--- config.mk ---
export PLATFORM = sky130hd
export DESIGN_NAME = hex_ring_cell_walker_flat
export DESIGN_NICKNAME = d
export VERILOG_FILES = /design/src/hdl/hrcw_pkg.sv /design/src/hdl/hrcw_if.sv /design/src/hdl/hex_ring_cell_walker.sv /design/src/flat_wrapper.sv
export SDC_FILE = /design/constraint.sdc
export NUM_CORES = 1
export LEC_CHECK = 0
export ABC_AREA = 1
export BUFFER_PORTS_ARGS = -buffer_cell sky130_fd_sc_hd__buf_2
export CAP_MARGIN = 20
export CORE_MARGIN = 1.5
export CORE_UTILIZATION = 30
export CTS_CLUSTER_DIAMETER = 80
export DETAILED_ROUTE_END_ITERATION = 10
export GPL_ROUTABILITY_DRIVEN = 0
export PLACE_DENSITY = 0.49
export RECOVER_POWER = 50
export SETUP_SLACK_MARGIN = 0.1
export SKIP_CTS_REPAIR_TIMING = 1
export SYNTH_ARGS = -nofsm -noshare
export SYNTH_HDL_FRONTEND = slang
export SYNTH_SLANG_ARGS = --single-unit
--- constraint.sdc ---
create_clock -name clk -period 6.7 [get_ports clk]
set_input_delay 1.34 -clock clk [delete_from_list [all_inputs] [get_ports clk]]
set_output_delay 1.34 -clock clk [all_outputs]
set_load 0.05 [all_outputs]
--- src/hdl/hrcw_pkg.sv ---
package hrcw_pkg;

  // fixed field widths
  localparam int CoordInW  = 8;
  localparam int RadiusW   = 4;
  localparam int CellW     = 10;
  localparam int DimW      = 9;
  localparam int CountW    = 4;
  localparam int SideW     = 3;
  localparam int PcW       = 2;
  localparam int CfgIndexW = 1;

  // configuration register indexes
  localparam logic [CfgIndexW-1:0] CFG_MAP_WIDTH  = 1'd0;
  localparam logic [CfgIndexW-1:0] CFG_MAP_HEIGHT = 1'd1;

  localparam logic [DimW-1:0] MAP_DIM_RESET = 9'd16;

  // ring sides in travel order
  localparam logic [SideW-1:0] SIDE_RIGHT      = 3'd0;
  localparam logic [SideW-1:0] SIDE_DOWN_RIGHT = 3'd1;
  localparam logic [SideW-1:0] SIDE_DOWN_LEFT  = 3'd2;
  localparam logic [SideW-1:0] SIDE_LEFT       = 3'd3;
  localparam logic [SideW-1:0] SIDE_UP_LEFT    = 3'd4;
  localparam logic [SideW-1:0] SIDE_UP_RIGHT   = 3'd5;

  // microcode addresses
  localparam logic [PcW-1:0] PC_IDLE   = 2'd0;
  localparam logic [PcW-1:0] PC_SEEK   = 2'd1;
  localparam logic [PcW-1:0] PC_WALK   = 2'd2;
  localparam logic [PcW-1:0] PC_CENTRE = 2'd3;

  typedef enum logic [1:0] {
    COND_NONE,
    COND_SMALL,
    COND_SEEK_DONE,
    COND_LAST
  } cond_t;

  typedef struct packed {
    logic           accept;      // step waits for an input item
    logic           move;        // take one step on the grid
    logic           side_reg;    // step along the current side, else up-left
    logic           emit;        // send the current cell as an item
    logic           force_last;  // mark the emitted item as last
    cond_t          cond;        // jump condition
    logic [PcW-1:0] jump_pc;     // taken when the condition holds
    logic [PcW-1:0] next_pc;     // taken otherwise
  } ctrl_t;

  // control store
  function automatic ctrl_t hrcw_ucode(input logic [PcW-1:0] pc);
    ctrl_t w;
    w = '{accept: 1'b0, move: 1'b0, side_reg: 1'b0, emit: 1'b0, force_last: 1'b0,
          cond: COND_NONE, jump_pc: PC_IDLE, next_pc: PC_IDLE};
    unique case (pc)
      PC_IDLE: begin
        w.accept  = 1'b1;
        w.cond    = COND_SMALL;
        w.jump_pc = PC_CENTRE;
        w.next_pc = PC_SEEK;
      end
      PC_SEEK: begin
        w.move    = 1'b1;
        w.cond    = COND_SEEK_DONE;
        w.jump_pc = PC_WALK;
        w.next_pc = PC_SEEK;
      end
      PC_WALK: begin
        w.move     = 1'b1;
        w.side_reg = 1'b1;
        w.emit     = 1'b1;
        w.cond     = COND_LAST;
        w.jump_pc  = PC_IDLE;
        w.next_pc  = PC_WALK;
      end
      PC_CENTRE: begin
        w.emit       = 1'b1;
        w.force_last = 1'b1;
        w.next_pc    = PC_IDLE;
      end
      default: begin
        w.next_pc = PC_IDLE;
      end
    endcase
    return w;
  endfunction

  // column step for a side; odd rows are shifted right
  function automatic logic signed [1:0] hrcw_step_dx(input logic [SideW-1:0] side,
                                                     input logic odd);
    logic signed [1:0] d;
    d = 2'sd0;
    case (side)
      SIDE_RIGHT:      d = 2'sd1;
      SIDE_DOWN_RIGHT: d = odd ? 2'sd1 : 2'sd0;
      SIDE_DOWN_LEFT:  d = odd ? 2'sd0 : -2'sd1;
      SIDE_LEFT:       d = -2'sd1;
      SIDE_UP_LEFT:    d = odd ? 2'sd0 : -2'sd1;
      SIDE_UP_RIGHT:   d = odd ? 2'sd1 : 2'sd0;
      default:         d = 2'sd0;
    endcase
    return d;
  endfunction

  // row step for a side
  function automatic logic signed [1:0] hrcw_step_dy(input logic [SideW-1:0] side);
    logic signed [1:0] d;
    d = 2'sd0;
    case (side)
      SIDE_DOWN_RIGHT, SIDE_DOWN_LEFT: d = 2'sd1;
      SIDE_UP_LEFT, SIDE_UP_RIGHT:     d = -2'sd1;
      default:                         d = 2'sd0;
    endcase
    return d;
  endfunction

endpackage

--- src/hdl/hrcw_if.sv ---
interface hrcw_in_if import hrcw_pkg::*; ();
  logic                valid;
  logic                ready;
  logic [CoordInW-1:0] center_x;
  logic [CoordInW-1:0] center_y;
  logic [RadiusW-1:0]  radius;

  modport source (output valid, output center_x, output center_y, output radius,
                  input ready);
  modport sink (input valid, input center_x, input center_y, input radius,
                output ready);
endinterface

interface hrcw_out_if import hrcw_pkg::*; ();
  logic                    valid;
  logic                    ready;
  logic signed [CellW-1:0] cell_x;
  logic signed [CellW-1:0] cell_y;
  logic                    in_map;
  logic                    last_cell;

  modport source (output valid, output cell_x, output cell_y, output in_map,
                  output last_cell, input ready);
  modport sink (input valid, input cell_x, input cell_y, input in_map,
                input last_cell, output ready);
endinterface

--- src/hdl/hex_ring_cell_walker.sv ---
// Lists the cells of one ring on an offset-coordinate hex grid (odd rows shifted
// right). Each input item gives a centre and a radius r; the block returns
// 6*(r-1) items, starting at the cell r-1 steps up-left of the centre and going
// right, down-right, down-left, left, up-left, up-right, each flagged in_map
// against map_width/map_height, the final one flagged last_cell. Radius 0 or 1
// returns the centre alone; radii above MAX_RADIUS are clamped. A small
// microcoded sequencer moves one grid step per cycle unless the result side
// stalls: it accepts an item, steps up-left to the start cell and then emits
// one ring cell per step. A new item is taken only once the previous ring
// has been fully emitted into the output register.
module hex_ring_cell_walker import hrcw_pkg::*; #(
  parameter int MAX_RADIUS  = 11,
  parameter int MAP_DIM_MAX = 256
) (
  input  logic                 clk,
  input  logic                 rst_n,
  hrcw_in_if.sink              in_item,
  hrcw_out_if.source           out_item,
  input  logic                 cfg_we,
  input  logic [CfgIndexW-1:0] cfg_index,
  input  logic [DimW-1:0]      cfg_wdata
);

  localparam int LastW = $clog2(6 * MAX_RADIUS);
  localparam int DimSatW = DimW + 2;
  localparam logic [DimSatW-1:0] DIM_MAX = DimSatW'(MAP_DIM_MAX);
  localparam logic [RadiusW-1:0] RADIUS_MAX = RadiusW'(MAX_RADIUS);

  logic [DimW-1:0]         map_width_r, map_height_r;
  logic [PcW-1:0]          pc_r, pc_nxt;
  logic signed [CellW-1:0] walk_x_r, walk_x_nxt;
  logic signed [CellW-1:0] walk_y_r, walk_y_nxt;
  logic [SideW-1:0]        side_index_r, side_index_nxt;
  logic [CountW-1:0]       step_count_r, step_count_nxt;
  logic [CountW-1:0]       ring_steps_r, ring_steps_nxt;
  logic [LastW-1:0]        emit_cnt_r, emit_cnt_nxt;
  logic [LastW-1:0]        last_idx_r, last_idx_nxt;

  logic                    out_valid_r, out_valid_nxt;
  logic signed [CellW-1:0] cell_x_r, cell_y_r;
  logic                    in_map_r, last_cell_r;

  ctrl_t                   ctrl;
  logic                    out_free, in_fire, hold, cond_hit, side_end, is_last;
  logic [RadiusW-1:0]      r_sat, rs_in;
  logic [SideW-1:0]        move_side;
  logic signed [1:0]       dx, dy;
  logic [DimSatW-1:0]      w_sat, h_sat;
  logic                    on_map;

  // configuration registers
  always_ff @(posedge clk) begin
    if (!rst_n) begin
      map_width_r  <= MAP_DIM_RESET;
      map_height_r <= MAP_DIM_RESET;
    end else if (cfg_we) begin
      case (cfg_index)
        CFG_MAP_WIDTH:  map_width_r  <= cfg_wdata;
        CFG_MAP_HEIGHT: map_height_r <= cfg_wdata;
        default: ;
      endcase
    end
  end

  // control word fetch and handshake
  assign ctrl          = hrcw_ucode(pc_r);
  assign out_free      = !out_valid_r || out_item.ready;
  assign in_item.ready = ctrl.accept;
  assign in_fire       = in_item.valid && ctrl.accept;
  assign hold          = (ctrl.emit && !out_free) || (ctrl.accept && !in_item.valid);

  // radius clamp and derived counts
  assign r_sat = (in_item.radius > RADIUS_MAX) ? RADIUS_MAX : in_item.radius;
  assign rs_in = (r_sat > 4'd1) ? 4'(r_sat - 4'd1) : '0;

  // step vector for this cycle
  assign move_side = ctrl.side_reg ? side_index_r : SIDE_UP_LEFT;
  assign dx        = hrcw_step_dx(move_side, walk_y_r[0]);
  assign dy        = hrcw_step_dy(move_side);

  assign side_end = (step_count_r == 4'(ring_steps_r - 4'd1));
  assign is_last  = ctrl.force_last || (emit_cnt_r == last_idx_r);

  // jump condition
  always_comb begin
    case (ctrl.cond)
      COND_SMALL:     cond_hit = (r_sat <= 4'd1);
      COND_SEEK_DONE: cond_hit = side_end;
      COND_LAST:      cond_hit = is_last;
      default:        cond_hit = 1'b0;
    endcase
  end

  // sequencer and walk datapath
  always_comb begin
    pc_nxt         = pc_r;
    walk_x_nxt     = walk_x_r;
    walk_y_nxt     = walk_y_r;
    side_index_nxt = side_index_r;
    step_count_nxt = step_count_r;
    ring_steps_nxt = ring_steps_r;
    emit_cnt_nxt   = emit_cnt_r;
    last_idx_nxt   = last_idx_r;
    if (!hold) begin
      pc_nxt = cond_hit ? ctrl.jump_pc : ctrl.next_pc;
      if (in_fire) begin
        walk_x_nxt     = CellW'({2'b00, in_item.center_x});
        walk_y_nxt     = CellW'({2'b00, in_item.center_y});
        side_index_nxt = '0;
        step_count_nxt = '0;
        emit_cnt_nxt   = '0;
        ring_steps_nxt = rs_in;
        last_idx_nxt   = LastW'(LastW'(rs_in) * LastW'(6) - LastW'(1));
      end
      if (ctrl.move) begin
        walk_x_nxt = walk_x_r + CellW'(dx);
        walk_y_nxt = walk_y_r + CellW'(dy);
        if (side_end) begin
          step_count_nxt = '0;
          if (ctrl.side_reg) side_index_nxt = 3'(side_index_r + 3'd1);
        end else begin
          step_count_nxt = 4'(step_count_r + 4'd1);
        end
      end
      if (ctrl.emit) emit_cnt_nxt = LastW'(emit_cnt_r + LastW'(1));
    end
  end

  // in-map test against clamped map size
  assign w_sat  = ({2'b00, map_width_r} > DIM_MAX) ? DIM_MAX : {2'b00, map_width_r};
  assign h_sat  = ({2'b00, map_height_r} > DIM_MAX) ? DIM_MAX : {2'b00, map_height_r};
  assign on_map = !walk_x_r[CellW-1] && !walk_y_r[CellW-1] &&
                  ({2'b00, walk_x_r[CellW-2:0]} < w_sat) &&
                  ({2'b00, walk_y_r[CellW-2:0]} < h_sat);

  // output register
  always_comb begin
    out_valid_nxt = out_valid_r;
    if (ctrl.emit && out_free) out_valid_nxt = 1'b1;
    else if (out_item.ready)   out_valid_nxt = 1'b0;
  end

  always_ff @(posedge clk) begin
    if (!rst_n) begin
      pc_r         <= PC_IDLE;
      out_valid_r  <= 1'b0;
      walk_x_r     <= '0;
      walk_y_r     <= '0;
      side_index_r <= '0;
      step_count_r <= '0;
      ring_steps_r <= '0;
      emit_cnt_r   <= '0;
      last_idx_r   <= '0;
    end else begin
      pc_r         <= pc_nxt;
      out_valid_r  <= out_valid_nxt;
      walk_x_r     <= walk_x_nxt;
      walk_y_r     <= walk_y_nxt;
      side_index_r <= side_index_nxt;
      step_count_r <= step_count_nxt;
      ring_steps_r <= ring_steps_nxt;
      emit_cnt_r   <= emit_cnt_nxt;
      last_idx_r   <= last_idx_nxt;
    end
  end

  // result payload
  always_ff @(posedge clk) begin
    if (ctrl.emit && out_free) begin
      cell_x_r    <= walk_x_r;
      cell_y_r    <= walk_y_r;
      in_map_r    <= on_map;
      last_cell_r <= is_last;
    end
  end

  assign out_item.valid     = out_valid_r;
  assign out_item.cell_x    = cell_x_r;
  assign out_item.cell_y    = cell_y_r;
  assign out_item.in_map    = in_map_r;
  assign out_item.last_cell = last_cell_r;

endmodule

--- src/flat_wrapper.sv ---
// flat-port wrapper written by rule: the top's interface ports become plain ports
module hex_ring_cell_walker_flat import hrcw_pkg::*;
#(
  parameter int MAX_RADIUS  = 11,
  parameter int MAP_DIM_MAX = 256
)
  (clk, rst_n, cfg_we, cfg_index, cfg_wdata, in_item_valid, in_item_center_x, in_item_center_y, in_item_radius, in_item_ready, out_item_valid, out_item_cell_x, out_item_cell_y, out_item_in_map, out_item_last_cell, out_item_ready);
  hrcw_in_if in_item_i ();
  hrcw_out_if out_item_i ();
  input  logic clk;
  input  logic rst_n;
  input  logic cfg_we;
  input  logic [CfgIndexW-1:0] cfg_index;
  input  logic [DimW-1:0] cfg_wdata;
  input wire logic [$bits(in_item_i.valid)-1:0] in_item_valid;
  input wire logic [$bits(in_item_i.center_x)-1:0] in_item_center_x;
  input wire logic [$bits(in_item_i.center_y)-1:0] in_item_center_y;
  input wire logic [$bits(in_item_i.radius)-1:0] in_item_radius;
  output wire logic [$bits(in_item_i.ready)-1:0] in_item_ready;
  output wire logic [$bits(out_item_i.valid)-1:0] out_item_valid;
  output wire logic [$bits(out_item_i.cell_x)-1:0] out_item_cell_x;
  output wire logic [$bits(out_item_i.cell_y)-1:0] out_item_cell_y;
  output wire logic [$bits(out_item_i.in_map)-1:0] out_item_in_map;
  output wire logic [$bits(out_item_i.last_cell)-1:0] out_item_last_cell;
  input wire logic [$bits(out_item_i.ready)-1:0] out_item_ready;
  assign in_item_i.valid = in_item_valid;
  assign in_item_i.center_x = in_item_center_x;
  assign in_item_i.center_y = in_item_center_y;
  assign in_item_i.radius = in_item_radius;
  assign in_item_ready = in_item_i.ready;
  assign out_item_valid = out_item_i.valid;
  assign out_item_cell_x = out_item_i.cell_x;
  assign out_item_cell_y = out_item_i.cell_y;
  assign out_item_in_map = out_item_i.in_map;
  assign out_item_last_cell = out_item_i.last_cell;
  assign out_item_i.ready = out_item_ready;
  hex_ring_cell_walker #(.MAX_RADIUS(MAX_RADIUS), .MAP_DIM_MAX(MAP_DIM_MAX)) u_core (.clk(clk), .rst_n(rst_n), .in_item(in_item_i), .out_item(out_item_i), .cfg_we(cfg_we), .cfg_index(cfg_index), .cfg_wdata(cfg_wdata));
endmodule
==> impl_metrics.py, run 1 <==
metrics = {
    "flow_run": {
        "cap_violations": 1,
    },
    "synth": {
        "synth.yosys.seq_area_share": 0.366,
        "synth-edff-count": 22,
        "synth_cell_types": 40,
        "synth.cell_area_sq_um": 5410,
        "synth_top_flop_cell": "dfxtp_1",
        "post_synth_main_area_contributors": "dfxtp_1, ha_1, edfxtp_1, nand2_1, a21oi_1",
        "ys_seq_elements": 88,
        "asyncSetResetFlopFracSynth": 0,
        "syn_avg_cell_area_sq_um": 7.58,
        "synthDominantCellAreaShare": 0.244,
        "netlist_top_cells_count": "nand2_1, inv_1, nor2_1",
        "netlist_instances": 713,
        "yosys_warnings": 0,
        "biggest_area_consumer_among_synthesized_cells": "dfxtp_1",
        "yosys.cell_count.top_type": "nand2_1",
        "syn-num-nets": 804,
    },
    "outcome": {
        "violations": "max-capacitance violations, max-slew violations",
        "outcome": "complete, but fails checks",
    },
    "detailed_routing": {
        "drt_first_iter_violations": 147,
        "post_drt_wl_per_cell_microns": 13.4,
        "drc": 0,
        "post_detailed_route_count_of_antenna_violating_nets": 0,
        "vias": 4666,
        "detailedRoute.firstPassIterationCount": 4,
        "post_route_wl_microns": 13300,
        "viasPerCell": 4.67,
    },
    "global_route": {
        "grt_pass1_vias": 4590,
        "grt_pass1_wl_microns": 22300,
        "grt_start_max_net_pins": 43,
        "track_usage": 0.153,
        "grt.overflow.total": 0,
        "grt_antenna_before_repair": 0,
    },
    "cts": {
        "numCtsBuffers": 9,
        "clock_insertion_delay_worst_skew_ns": 0.35,
        "clk_pin_slew_worst_paths_ns": 0.06,
        "clkSinkCount": 88,
        "cts-root-to-sink-buffers": 2,
        "clock_tree_from_tritoncts": "done",
        "clock-root-buffer": "clkbuf_16",
        "ctsHtreeMaxLevel": 3,
    },
    "worst_setup_path": {
        "timing.critical_path.to_type": "register",
        "r2r_setup_slack_ns": 3.26,
        "launching_element_type_of_the_critical_path": "input port",
        "cp_data_required_time_ns": 6.95,
        "setup.worst_path.start": "in_item_radius[2]",
        "timing.reg2reg.worst_path_depth": 15,
        "worst_setup_path_class": "in -> reg",
        "rr_endpoint": "u_core.walk_x_r[6]$_SDFFE_PN0P_",
        "r2r-start": "u_core.pc_r[0]$_SDFFE_PN0P_",
        "worst-endpoint-arrival_ns": 3.97,
        "crit_path_max_fanout": 7,
    },
    "finish": {
        "final_net_count": 860,
        "postLayoutCellArea_sq_um": 6160,
        "final_cells": 999,
        "utilization": 0.352,
        "drive_above_1_share": 0.0956,
        "areaGrowthSynthToFinish_pct": 13.9,
        "diode_insertion_count_for_antenna_repair": 0,
    },
    "timing": {
        "drv_slew": 43,
        "finalClockSkew_ns": 0.00413,
        "clock.fmax_mhz": 269,
        "timing.slew.headroom": -0.198,
        "setup_viol_count_final": 0,
        "rsz0062_at_grt": "no",
        "totalNegativeSetupSlack_ns": 0,
        "fin_hold_ws_ns": 0.501,
        "time_the_worst_path_needs_with_i_o_delays_and_setup_ns": 3.72,
        "timing_worst_slew_pin_value_ns": 1.80,
        "worst_slack_ns": 2.98,
        "timing.final.hold_violations": 0,
        "finalCritPeriodShare": 0.556,
    },
    "floorplanning": {
        "rows": 48,
        "floorplan.die_area_sq_um": 18800,
        "core_area_sq_um": 17500,
        "die_h_microns": 137,
        "floorplan.initialDensity": 0.309,
        "dieWidth_microns": 137,
        "design.portCount": 59,
    },
    "placed_design": {
        "place_hpwl_microns": 9990,
        "preCtsSetupSlack_ns": 2.65,
        "buffer_ports.inserted": 58,
        "dpl_cell_area_sq_um": 5910,
        "post-place-cells": 983,
    },
    "power": {
        "static-leakage-power_nw": 2.80,
        "vdd_ir_drop_max_mv": 0.137,
        "totalPowerFinal_mw": 1.72,
        "power_density_nw_per_um2": 279,
    },
    "hold_path": {
        "hold_depth": 2,
        "hold-path-endpoint": "u_core.last_idx_r[3]$_SDFFE_PN0P_",
        "min-delay-start": "u_core.last_idx_r[3]$_SDFFE_PN0P_",
        "type_of_the_tightest_min_delay_check": "reg -> reg",
    },
}
## state kept, by name, summed over array words and instances (netlist names), 2 cells and up
name / flops
u_core.last_idx_r: 7
u_core.walk_y_r: 10
u_core.map_width_r: 9
u_core.ring_steps_r: 4
u_core.side_index_r: 3
u_core.pc_r: 2
u_core.out_item.cell_x: 10
u_core.walk_x_r: 10
u_core.step_count_r: 4
u_core.map_height_r: 9
u_core.emit_cnt_r: 7
u_core.out_item.cell_y: 10
## critical path, stage by stage
cell and delay [ns]:
buf_2 0.13, a21oi_1 0.24, inv_1 0.10, ha_1 0.18, o21ai_0 0.34, nand2_1 0.22, nor2_1 0.17, inv_1 0.07
fa_1 0.40, xnor2_1 0.14, inv_1 0.08, nand3_1 0.08, xor2_1 0.15, a21oi_1 0.13, o21ai_0 0.09, nand2_1 0.06
inv_1 0.04
## area by class of cell
cell class | instances | area, sq um
inverters | 87 | 329
repair buffers | 59 | 279
flip-flops and latches | 88 | 1980
clock buffers | 10 | 229
well taps | 225 | 282
fillers | 1904 | 11300
clock inverters | 6 | 46.3
multi-input cells | 524 | 3010
## metal layers
layer | part of all wire | GRT usage | up-vias | wire length (microns)
met2 | 0.47 | 0.266 | 55 | 6340
met1 | 0.49 | 0.191 | 2094 | 6490
met5 | 0 | 0 | - | 0
li1 | - | - | 2509 | -
met3 | 0.032 | 0.0350 | 8 | 424
met4 | 0.0069 | 0.0386 | 0 | 92
## logic make-up (layout without fill, tap and decap cells)
kind of cell,after synthesis,in the layout,share of synthesized area
AND/OR/NAND/NOR,292,292,0.233
XOR/XNOR,17,17,0.0275
buffers and inverters,101,162,0.0757
flip-flops,88,88,0.366
adder cells (fa/ha/maj),56,56,0.134
AO/OA/AOI/OAI,159,159,0.163
## how the worst max path moves through the flow
stage | cells past startpoint | slack (ns) | to
global placement | 17 | 2.71 | u_core.last_idx_r[5]$_SDFFE_PN0P_
global route | 5 | 2.64 | u_core.last_idx_r[5]$_SDFFE_PN0P_
floorplan | 16 | 3.05 | u_core.last_idx_r[5]$_SDFFE_PN0P_
CTS | 17 | 3.03 | u_core.last_idx_r[5]$_SDFFE_PN0P_
detailed placement | 17 | 2.65 | u_core.last_idx_r[5]$_SDFFE_PN0P_
finish | 17 | 2.98 | u_core.last_idx_r[5]$_SDFFE_PN0P_
## power by group
group / switching [mW] / internal, mW / total [mW]
clock network: 0.220 / 0.253 / 0.473
logic: 0.368 / 0.218 / 0.586
registers: 0.0564 / 0.603 / 0.659
## placed cells by master, fill, tap and decap left out, types with 4 or more instances in the layout
| cell | synthesis | final |
|---|---|---|
| o21ai_1 | 5 | 5 |
| clkbuf_16 | 0 | 9 |
| nand2_1 | 149 | 149 |
| a21o_1 | 4 | 4 |
| edfxtp_1 | 22 | 22 |
| ha_1 | 53 | 53 |
| o211ai_1 | 6 | 6 |
| nand3_1 | 49 | 49 |
| buf_2 | 1 | 46 |
| o21ai_0 | 58 | 58 |
| a31oi_1 | 7 | 7 |
| nand4_1 | 4 | 4 |
| inv_1 | 84 | 84 |
| clkbuf_1 | 9 | 14 |
| a21oi_1 | 65 | 65 |
| nor2_1 | 67 | 67 |
| xor2_1 | 10 | 10 |
| dfxtp_1 | 66 | 66 |
| nor3_1 | 9 | 9 |
| xnor2_1 | 7 | 7 |
Note: power is estimated with default switching activity, not from simulation.
==> run 2: changes to the inputs <==
PLACE_DENSITY = 0.51   (was 0.49)
clock period = 3.05 ns   (was 6.7 ns; I/O delays follow)
==> impl_metrics.py, run 2 (synthesis results as in run 1) <==
metrics = {
    "worst_setup_path": {
        "crit_path_max_fanout": 5,
        "critical_path.max_stage_delay_ns": 0.42,
        "cp_num_buf_inv": 1,
        "worst-endpoint-arrival_ns": 2.90,
        "r2r-start": "u_core.pc_r[0]$_SDFFE_PN0P_",
        "worst_setup_path_class": "reg -> reg",
        "r2r_setup_slack_ns": 0.37,
        "path_cells": "inv_1 > ha_1 > nand2_1 > nand3_1 > o21ai_1 > nand2_1 > ha_1 > fa_1 > a21oi_1 > o21ai_2 > a21oi_1 > or2_2 > nand3_1 > nand2_1 > a21oi_1",
        "timing.reg2reg.worst_path_depth": 15,
        "worst_path_max_delay_cell": "fa_1",
        "rr_endpoint": "u_core.walk_x_r[6]$_SDFFE_PN0P_",
        "cp_data_required_time_ns": 3.27,
        "cpLargestDelayFamily": "adder cells",
        "timing.critical_path.to_type": "register",
        "launching_element_type_of_the_critical_path": "register",
    },
    "global_route": {
        "use_met2": 0.265,
        "grt_start_max_net_pins": 42,
        "grt_pass1_vias": 4598,
        "grt_antenna_before_repair": 0,
        "global_route.usage.met1": 0.187,
        "grt_pass1_wl_microns": 22100,
        "busiest_layer": "met2",
        "track_usage": 0.152,
        "grt.overflow.total": 0,
        "grtUsageMet3": 0.0313,
    },
    "cts": {
        "cts-root-to-sink-buffers": 2,
        "ctsHtreeMaxLevel": 3,
        "clk_pin_slew_worst_paths_ns": 0.07,
        "clock_insertion_delay_worst_skew_ns": 0.35,
        "numCtsBuffers": 9,
        "clkSinkCount": 88,
        "clock_tree_from_tritoncts": "done",
        "clock-root-buffer": "clkbuf_16",
    },
    "finish": {
        "regArea_sq_um": 1980,
        "final_net_count": 877,
        "n_fill_cell": 1873,
        "multiInputGateArea_sq_um": 3030,
        "drive_above_1_share": 0.107,
        "final_common_cell": "nand2_1",
        "diode_insertion_count_for_antenna_repair": 0,
        "areaGrowthSynthToFinish_pct": 16.7,
        "commonest_cells_after_routing_fill_and_taps_aside": "nand2_1, inv_1, nor2_1, dfxtp_1, a21oi_1",
    },
    "power": {
        "power_frac_seq": 0.367,
        "totalPowerFinal_mw": 3.93,
        "share_clk_of_total_power": 0.294,
        "power.combinational.fraction": 0.339,
        "switching_share": 0.365,
        "power.switching_mw": 1.44,
        "internal_power_consumption_mw": 2.49,
        "vdd_ir_drop_max_mv": 0.326,
        "power_density_nw_per_um2": 623,
        "static-leakage-power_nw": 2.87,
    },
    "detailed_routing": {
        "post_detailed_route_count_of_antenna_violating_nets": 0,
        "vias": 4723,
        "drc": 0,
        "viasPerCell": 4.65,
        "post_route_wl_microns": 13300,
        "post_drt_wl_per_cell_microns": 13.1,
        "detailedRoute.firstPassIterationCount": 4,
        "drt_first_iter_violations": 192,
    },
    "floorplanning": {
        "floorplan.initialDensity": 0.309,
        "design.portCount": 59,
        "rows": 48,
        "die_h_microns": 137,
        "dieWidth_microns": 137,
        "core_area_sq_um": 17500,
        "floorplan.die_area_sq_um": 18800,
    },
    "hold_path": {
        "type_of_the_tightest_min_delay_check": "reg -> reg",
        "hold-path-endpoint": "u_core.last_idx_r[3]$_SDFFE_PN0P_",
        "min-delay-start": "u_core.last_idx_r[3]$_SDFFE_PN0P_",
        "hold_depth": 2,
    },
    "timing": {
        "totalNegativeSetupSlack_ns": 0,
        "time_the_worst_path_needs_with_i_o_delays_and_setup_ns": 2.68,
        "setup_viol_count_final": 0,
        "timing_worst_slew_pin_value_ns": 1.84,
        "rsz0062_at_grt": "no",
        "clock.fmax_mhz": 373,
        "timing.slew.headroom": -0.224,
        "finalCritPeriodShare": 0.879,
        "finalClockSkew_ns": 0.0108,
        "timing.final.hold_violations": 0,
        "drv_slew": 42,
    },
    "outcome": {
        "outcome": "complete, but fails checks",
        "violations": "max-capacitance violations, max-slew violations",
    },
    "placed_design": {
        "buffer_ports.inserted": 58,
        "place_hpwl_microns": 10100,
    },
    "flow_run": {
        "cap_violations": 1,
    },
}
-- run 2: cell types whose count changed in the layout (fill, tap and decap cells not counted), moves of 2 or more --
cell,delta
buf_2,-11
buf_4,+14
clkbuf_1,+12
clkinvlp_4,-2
o21ai_0,-4
o21ai_2,+3
-- run 2: worst max-delay path by stage --
stage	startpoint	endpoint	cells after the start
after CTS	u_core.pc_r[0]$_SDFFE_PN0P_	u_core.walk_y_r[6]$_SDFFE_PN0P_	15
after floorplan	in_item_radius[2]	u_core.last_idx_r[5]$_SDFFE_PN0P_	16
after detailed placement	in_item_radius[2]	u_core.last_idx_r[5]$_SDFFE_PN0P_	17
final	u_core.pc_r[0]$_SDFFE_PN0P_	u_core.walk_x_r[6]$_SDFFE_PN0P_	15
after global routing	u_core.pc_r[0]$_SDFFE_PN0P_	u_core.walk_y_r[6]$_SDFFE_PN0P_	17
after global placement	in_item_radius[2]	u_core.last_idx_r[5]$_SDFFE_PN0P_	17
-- run 2: metal layers --
layer / wire [microns] / vias to the layer above / part of all wire
met5: 0 / - / 0
met4: 176 / 0 / 0.013
met3: 565 / 12 / 0.042
met2: 6210 / 65 / 0.47
met1: 6390 / 2108 / 0.48
li1: - / 2538 / -
-- run 2: layout make-up --
| type | count | area share |
|---|---|---|
| repair buffers | 76 | 0.0607 |
| multi-input cells | 524 | 0.480 |
| flip-flops and latches | 88 | 0.314 |
| clock buffers | 10 | 0.0379 |
| well taps | 225 | 0.0446 |
| inverters | 87 | 0.0521 |
| clock inverters | 6 | 0.0105 |
-- run 2: worst min-delay path, cell delays in order, from the launching register on --
cell and delay (ns):
dfxtp_1 0.33, nand2_1 0.07, a21oi_1 0.06
-- run 2: power groups by stage --
| stage | Clock, mW | Combinational [mW] | Sequential [mW] |
|---|---|---|---|
| final | 1.16 | 1.33 | 1.44 |
| after global routing | 1.23 | 1.56 | 1.46 |
| after CTS | 1.18 | 1.34 | 1.44 |
| after detailed placement | 0 | 1.33 | 1.47 |
| after global placement | 0 | 1.32 | 1.47 |
| after floorplan | 0 | 0.995 | 1.46 |
-- run 2: stage by stage --
stage	area [sq um]	worst slack [ns]	utilization	instances	hold slack [ns]
2_1_floorplan	5410	0.133	-	713	0.451
3_3_place_gp	6040	0.127	0.345	1000	0.476
3_5_place_dp	6040	0.0753	0.345	1000	0.491
4_1_cts	6340	0.175	0.363	1016	0.494
5_1_grt	6310	0.0570	0.361	1016	0.525
6_report	6310	0.370	0.361	1016	0.496
